File: config.mk
export PLATFORM = sky130hd
export DESIGN_NAME = double_ended_queue_top
export DESIGN_NICKNAME = d
export VERILOG_FILES = /design/src/rtl/core/dq_pkg.sv /design/src/rtl/core/dq_cell.sv /design/src/rtl/core/double_ended_queue_top.sv
export SDC_FILE = /design/constraint.sdc
export NUM_CORES = 1
export LEC_CHECK = 0
export BUFFER_PORTS_ARGS = -buffer_cell sky130_fd_sc_hd__buf_2
export CAP_MARGIN = 20
export CORE_ASPECT_RATIO = 1.2
export CORE_MARGIN = 2
export CORE_UTILIZATION = 47
export CTS_BUF_LIST = sky130_fd_sc_hd__clkbuf_2
export CTS_CLUSTER_DIAMETER = 60
export DETAILED_ROUTE_END_ITERATION = 8
export SYNTH_ARGS = -nofsm -noshare
export SYNTH_HDL_FRONTEND = slang
export SYNTH_HIERARCHICAL = 1
export SYNTH_SLANG_ARGS = --single-unit
File: constraint.sdc
create_clock -name clock -period 6.05 [get_ports clock]
set_clock_uncertainty 0.1 [all_clocks]
set_input_delay 1.21 -clock clock [delete_from_list [all_inputs] [get_ports clock]]
set_output_delay 1.21 -clock clock [all_outputs]
set_load 0.01 [all_outputs]
File: src/rtl/core/dq_pkg.sv
// Shared types and constants for the double-ended queue.
package dq_pkg;

   localparam int DEPTH   = 16;
   localparam int DATA_W  = 32;
   localparam int POS_W   = 4;
   localparam int COUNT_W = 5;
   localparam int CNT_W   = $clog2(DEPTH + 1);
   localparam int CMP_W   = (CNT_W > POS_W) ? CNT_W : POS_W;

   typedef enum logic [2:0] {
      OP_PUSH_FRONT = 3'd0,
      OP_PUSH_BACK  = 3'd1,
      OP_POP_FRONT  = 3'd2,
      OP_POP_BACK   = 3'd3,
      OP_READ       = 3'd4
   } op_type;

   typedef enum logic [1:0] {
      ST_OK    = 2'd0,
      ST_EMPTY = 2'd1,
      ST_FULL  = 2'd2,
      ST_RANGE = 2'd3
   } status_type;

   typedef struct packed {
      logic [2:0]                opcode;
      logic signed [DATA_W-1:0]  push_value;
      logic [POS_W-1:0]          read_position;
   } dq_req_type;

   typedef struct packed {
      logic signed [DATA_W-1:0]  read_value;
      logic [COUNT_W-1:0]        entry_count;
      logic [1:0]                status;
   } dq_rsp_type;

   // Shift controls broadcast to every cell of the row
   typedef struct packed {
      logic shift_right;
      logic shift_left;
   } dq_cell_ctl_type;

endpackage

File: src/rtl/core/dq_cell.sv
// One storage cell of the queue row: holds a word and passes it to a neighbour.
module dq_cell (
   input  logic                                clock,
   input  dq_pkg::dq_cell_ctl_type             ctl,
   input  logic                                load_here,
   input  logic signed [dq_pkg::DATA_W-1:0]    left_data,
   input  logic signed [dq_pkg::DATA_W-1:0]    right_data,
   input  logic signed [dq_pkg::DATA_W-1:0]    push_value,
   output logic signed [dq_pkg::DATA_W-1:0]    data_out
);

   logic signed [dq_pkg::DATA_W-1:0] data_ff;
   logic signed [dq_pkg::DATA_W-1:0] data_in;

   always_comb begin
      data_in = data_ff;
      if (ctl.shift_right) begin
         data_in = left_data;
      end else if (ctl.shift_left) begin
         data_in = right_data;
      end else if (load_here) begin
         data_in = push_value;
      end
   end

   always_ff @(posedge clock) begin
      data_ff <= data_in;
   end

   assign data_out = data_ff;

endmodule

File: src/rtl/core/double_ended_queue_top.sv
// Top level of the double-ended queue: request decode, cell row and response register.
//
//   channel  ports                         handshake
//   request  start, busy, req_payload      taken when start && !busy
//   response rsp_valid, rsp_payload        one cycle per response, no back-pressure
//
// The response appears the cycle after the request is taken.
// Cell 0 holds the front entry; push front and pop front shift the whole row by one.
// busy stays low, so a request may be taken on every cycle.
// Synchronous reset empties the queue; cell contents are not cleared.
module double_ended_queue_top (
   input  logic                 clock,
   input  logic                 reset,
   input  logic                 start,
   output logic                 busy,
   input  dq_pkg::dq_req_type   req_payload,
   output logic                 rsp_valid,
   output dq_pkg::dq_rsp_type   rsp_payload
);

   logic [dq_pkg::CNT_W-1:0]          count_ff;
   logic [dq_pkg::CNT_W-1:0]          count_in;
   logic                              rsp_valid_ff;
   logic                              rsp_valid_in;
   dq_pkg::dq_rsp_type                rsp_payload_ff;
   dq_pkg::dq_rsp_type                rsp_payload_in;

   logic                              accept;
   logic                              full;
   logic                              empty;
   logic                              load_back;
   dq_pkg::dq_cell_ctl_type           cell_ctl;
   dq_pkg::status_type                status;
   logic signed [dq_pkg::DATA_W-1:0]  read_sel;
   logic signed [dq_pkg::DATA_W-1:0]  cell_data [dq_pkg::DEPTH];

   assign busy   = 1'b0;
   assign accept = start && !busy;
   assign full   = (count_ff == dq_pkg::CNT_W'(dq_pkg::DEPTH));
   assign empty  = (count_ff == '0);

   // read mux over the row, position counted from the front cell
   always_comb begin
      read_sel = '0;
      for (int i = 0; i < dq_pkg::DEPTH; i++) begin
         if (dq_pkg::CMP_W'(req_payload.read_position) == dq_pkg::CMP_W'(i)) begin
            read_sel = cell_data[i];
         end
      end
   end

   always_comb begin
      count_in             = count_ff;
      cell_ctl.shift_right = 1'b0;
      cell_ctl.shift_left  = 1'b0;
      load_back            = 1'b0;
      status               = dq_pkg::ST_OK;
      rsp_payload_in.read_value = '0;
      case (dq_pkg::op_type'(req_payload.opcode))
         dq_pkg::OP_PUSH_FRONT: begin
            if (full) begin
               status = dq_pkg::ST_FULL;
            end else begin
               cell_ctl.shift_right = accept;
               count_in             = count_ff + dq_pkg::CNT_W'(1);
            end
         end
         dq_pkg::OP_PUSH_BACK: begin
            if (full) begin
               status = dq_pkg::ST_FULL;
            end else begin
               load_back = accept;
               count_in  = count_ff + dq_pkg::CNT_W'(1);
            end
         end
         dq_pkg::OP_POP_FRONT: begin
            if (empty) begin
               status = dq_pkg::ST_EMPTY;
            end else begin
               cell_ctl.shift_left = accept;
               count_in            = count_ff - dq_pkg::CNT_W'(1);
            end
         end
         dq_pkg::OP_POP_BACK: begin
            if (empty) begin
               status = dq_pkg::ST_EMPTY;
            end else begin
               count_in = count_ff - dq_pkg::CNT_W'(1);
            end
         end
         dq_pkg::OP_READ: begin
            if (dq_pkg::CMP_W'(req_payload.read_position) >= dq_pkg::CMP_W'(count_ff)) begin
               status = dq_pkg::ST_RANGE;
            end else begin
               rsp_payload_in.read_value = read_sel;
            end
         end
         default: begin
         end
      endcase
      if (!accept) begin
         count_in = count_ff;
      end
      rsp_payload_in.entry_count = dq_pkg::COUNT_W'(count_in);
      rsp_payload_in.status      = status;
      rsp_valid_in               = accept;
   end

   genvar g;
   generate
      for (g = 0; g < dq_pkg::DEPTH; g++) begin : g_cell
         logic signed [dq_pkg::DATA_W-1:0] left_data;
         logic signed [dq_pkg::DATA_W-1:0] right_data;
         logic                             load_here;

         if (g == 0) begin : g_front
            assign left_data = req_payload.push_value;
         end else begin : g_inner_l
            assign left_data = cell_data[g-1];
         end
         if (g == dq_pkg::DEPTH - 1) begin : g_back
            assign right_data = cell_data[g];
         end else begin : g_inner_r
            assign right_data = cell_data[g+1];
         end
         assign load_here = load_back && (count_ff == dq_pkg::CNT_W'(g));

         dq_cell u_cell (
            .clock      (clock),
            .ctl        (cell_ctl),
            .load_here  (load_here),
            .left_data  (left_data),
            .right_data (right_data),
            .push_value (req_payload.push_value),
            .data_out   (cell_data[g])
         );
      end
   endgenerate

   always_ff @(posedge clock) begin
      if (reset) begin
         count_ff     <= '0;
         rsp_valid_ff <= 1'b0;
      end else begin
         count_ff     <= count_in;
         rsp_valid_ff <= rsp_valid_in;
      end
   end

   always_ff @(posedge clock) begin
      rsp_payload_ff <= rsp_payload_in;
   end

   assign rsp_valid   = rsp_valid_ff;
   assign rsp_payload = rsp_payload_ff;

   a_rsp_follows_req: assert property (@(posedge clock) disable iff (reset)
      accept |=> rsp_valid)
      else $error("request taken without a response");

   a_count_bound: assert property (@(posedge clock) disable iff (reset)
      count_ff <= dq_pkg::CNT_W'(dq_pkg::DEPTH))
      else $error("entry count above depth");

   a_count_idle: assert property (@(posedge clock) disable iff (reset)
      !accept |=> $stable(count_ff))
      else $error("entry count moved without a request");

   a_full_status: assert property (@(posedge clock) disable iff (reset)
      rsp_valid && (rsp_payload.status == dq_pkg::ST_FULL)
      |-> (rsp_payload.entry_count == dq_pkg::COUNT_W'(dq_pkg::DEPTH)))
      else $error("full status with queue not full");

endmodule

* Yosys cells after proc, flatten, opt, wreduce, memory -nomap -nowiden
Index checks and enable logic that the tools add are counted.
Word-level totals: flip-flop bits (word level) 557
Cells by class: muxes and demuxes 77, bitwise gates (word level) 1, $add $sub $neg 2, reduce and logical (&&, ||, !) cells 39, eq/ne operators 36, magnitude comparators 1
Operators by type and width (number):
- 32-bit two-way mux | 64
- 3-bit nonzero test | 15
- 5-bit by 4-bit equality test with 1-bit output (second input constant) | 8
- 4-bit equality test (second input constant) | 8
- 5-bit by 3-bit equality test with 1-bit output (second input constant) | 4
- 4-bit by 3-bit equality test with 1-bit output (second input constant) | 4
- 1-bit logical AND | 16
- 5-bit two-way mux | 3
- 5-bit by 2-bit equality test with 1-bit output (second input constant) | 2
- 5-bit case mux with 2 select lines | 1
- 4-bit by 2-bit equality test with 1-bit output (second input constant) | 2
- 3-bit by 2-bit equality test with 1-bit output (second input constant) | 2
- 1-bit two-way mux | 6
- 2-bit case mux with 3 select lines | 1
- 2-bit OR reduction | 3
- 5-bit by 1-bit adder with 5-bit output (second input constant) | 1
- 5-bit by 1-bit equality test with 1-bit output (second input constant) | 1
- 5-bit equality test (second input constant) | 1
- 4-bit by 5-bit greater-or-equal comparator with 1-bit output | 1
- 5-bit logical NOT | 1
- 5-bit by 1-bit subtractor with 5-bit output (second input constant) | 1
- 4-bit by 1-bit equality test with 1-bit output (second input constant) | 1
- 4-bit logical NOT | 1
- 2-bit two-way mux | 2
- other kinds (7) | 7

* Logic depth before layout (Yosys ltp)
word-level depth 17, depth in mapped cells 12, gate-level depth less buffers 8

* Cells and area by module
Netlist, hierarchy kept.
Modules (own cells, without submodules):
- dq_cell | instances 16, area an instance 1672.9 µm², cells an instance 140
- double_ended_queue_top | instances 1, area an instance 6894.1 µm², cells an instance 966

* Worst setup path before layout
Ideal clock, no wire load.
path type input to register, from input port req_payload[38] in the netlist's numbering, to register g_cell[1].u_cell.data_ff, in the netlist g_cell[1].u_cell/data_out[0] (enable), required time 5.560 ns, stages on the path 5, setup time 0.390 ns, arrival 4.403 ns, path slack 1.157 ns, path through nand2b_1 > nand2b_2 > nor3b_1 > buf_6 > or3_1
RTL lines:
- start: declaration | RTL line double_ended_queue_top.sv:16 | input dq_pkg::dq_req_type req_payload,
- end signal: assignment | RTL line dq_cell.sv:27 | data_ff <= data_in;
- end: declaration | RTL line dq_cell.sv:12 | logic signed [dq_pkg::DATA_W-1:0] data_ff;

==> metrics <==
Die H=~300 um; worst-path maximum fanout=104; met2 usage=0.4538; max_cap viols=0; sequential share of the synthesized area=0.4835; family with the most delay on the worst path=buffers and inverters; IO Port Bufs=a little over 80; CP max stage delay=0.83 ns; Site Rows=107; share of layout cells above drive strength 1=0.1484; total power=8.215 mW; antenna violations before repair=15; Syn Nets=approximately 3.3k; Netlist cell types=slightly below 80; number of synthesized flops with an enable pin=roughly 510; worst hold path class=primary input to flop; crit path cell chain=inv_1 -> ha_1 -> a311oi_2 -> nand2_1 -> nor2_4 -> buf_4 -> buf_4 -> o21ai_1; final setup TNS=0 ns; CTS Hold Bufs=4; core area=about 70,000 um2; post-cts sizing count=0; top_reg_cell synth=edfxtp_1; Fillers=~6.6k; top post-synthesis cells by area=edfxtp_1 (46%), mux2i_1 (17%), o21ai_1 (7.3%); worst setup path class=flop to flop; gr ovfl total=0; Slew Limit Headroom=0.2444; critical path's slowest cell=buf_4; CP Capture Type=flop; post-route antenna net violation count=0; Final Cycle Share=0.6766; nets@finish=about 3.3k; total number of vias=approximately 27k; Worst-Skew Late Latency=between 1 and 1.5 ns; asr flop ratio synth=0; commonest non-fill, non-tap cell in the layout=nand2_1; placed inst area=roughly 34,000 um2; cell mode on critical path=buf_4; vias in the first global route=between 20k and 30k; IO Count=83; FF+latch count, synth=557; RePlAce Congestion=approximately 0.85; final setup fails=0; Area Growth Syn to Fin=4.550%; most frequent cells in the layout=nand2_1 (566), mux2i_1 (558), edfxtp_1 (512); Fmax achieved=~0.24 GHz; first-pass GRT wire length=between 150,000 and 200,000 um; Initial DRT Pass Iterations=6; largest area contributor in the netlist=edfxtp_1; RSZ-0062 raised after global routing=no; Clock Sinks=about 560; M1 GR Usage=0.3932; worst-margin pin slew=~1.1 ns; die area=~74,000 um2; post-DP HPWL=roughly 66,000 um; Worst-path clk slew=~0.10 ns; Arr. time, crit path=around 5.1 ns; initial core utilization=0.4744; Hold Fails Final Rpt=0; leakage=~11 nW; postcts setup bufs=0; Hold WS=between 0.2 and 0.25 ns; DRC errors left=0; vias per cell=around 6.2; largest net degree at the start of global routing=roughly 270; Worst IR Drop VDD=approximately 0.17 mV; met3 usage=0.06379; status=finished clean; post-layout util=0.4960; Synth top area share=0.4568; Final Critical Period=between 4 and 5 ns; Max clock buf depth=3; Syn. warnings=6; H-tree depth=4; Syn Area/Cell=around 10 um2; PD cells=~230 nW/um2; Max Slew Vio Count=0; CTS tree=yes; Critical Path RT=7.05 ns; initial DRC count=between 2k and 3k; Die X=around 250 um; Most Used Layer, Global Route=met2; root buf cell=clkbuf_2; Worst setup SP type=flop; total clock buffers created by CTS=~150; Avg WL per Cell=25.44 um; synthesized area=between 30,000 and 40,000 um2; Total GRT Usage=0.2925; worst path buffer plus inverter count=3; final instance area=between 30,000 and 40,000 um2; Gate Count Post-Synth=3,206; routed wire length=~110,000 um
==> registers in the layout, indices dropped and copies added (netlist names) <==
register	flops
count_ff	5
g_cell.u_cell/data_out	512
rsp_valid	1
rsp_payload	39
==> power by group <==
group	switching (mW)	total, mW	internal, mW
clock	1.69	2.82	1.13
sequential	0.0756	4.42	4.35
combinational	0.648	0.971	0.323
==> final cells by class <==
type,count,area [um2],share of cell area
Clock inverter,28,163.9,0.004658
Antenna cell,8,20.02,0.0005689
Inverter,14,52.55,0.001493
Multi-Input combinational cell,2362,15120,0.4297
Sequential cell,557,16280,0.4625
Clock buffer,242,1211,0.03442
Tap cell,926,1159,0.03292
Timing Repair Buffer,167,1187,0.03374
==> worst paths after layout <==
| check | from | slack (ns) | to | cells after the start |
|---|---|---|---|---|
| worst max-delay path | count_ff[0]$_SDFF_PP0_ | 1.96 | g_cell[8].u_cell/data_out[9]$_DFFE_PP_ | 8 |
| worst min-delay path | req_payload[13] | 0.24 | g_cell[0].u_cell/data_out[9]$_DFFE_PP_ | 3 |
| worst max register to register | count_ff[0]$_SDFF_PP0_ | 1.96 | g_cell[8].u_cell/data_out[9]$_DFFE_PP_ | 8 |
| worst min register to register | g_cell[0].u_cell/data_out[13]$_DFFE_PP_ | 0.45 | g_cell[1].u_cell/data_out[13]$_DFFE_PP_ | 2 |
==> layer usage <==
layer,vias to the layer above,share of wire
met5,-,0.00010
met1,13039,0.40
met4,2,0.041
li1,12099,-
met3,279,0.093
met2,1367,0.46
==> metrics by stage <==
stage                     worst slack [ns]  std cells
final                                1.956       4304
after global routing                 1.586       4300
after CTS                            2.050       4295
after detailed placement             1.580       4021
after global placement               1.677       4020
after floorplan                      1.157       3206
==> synth_stat cells, types with 43 or more instances <==
cell,n
a21oi_1,111
buf_12,48
buf_2,135
dfxtp_1,45
edfxtp_1,512
mux2i_1,558
nand2_1,566
nor2_1,90
o21ai_0,115
o21ai_1,489
o22ai_1,43
==> tightest hold or removal path: stages <==
cell     delay, ns
buf_2         0.20
nand2_1       0.10
o21ai_1       0.06
==> cell families after synthesis <==
family                   share of synthesized area
AO/OA/AOI/OAI                               0.1629
XOR/XNOR                                 0.0005205
adder cells (fa/ha/maj)                   0.003717
buffers and inverters                      0.06918
flip-flops                                  0.4835
multiplexers                                0.1766
other                                    0.0001114
AND/OR/NAND/NOR                             0.1034
(Power assumes the default switching activity.)
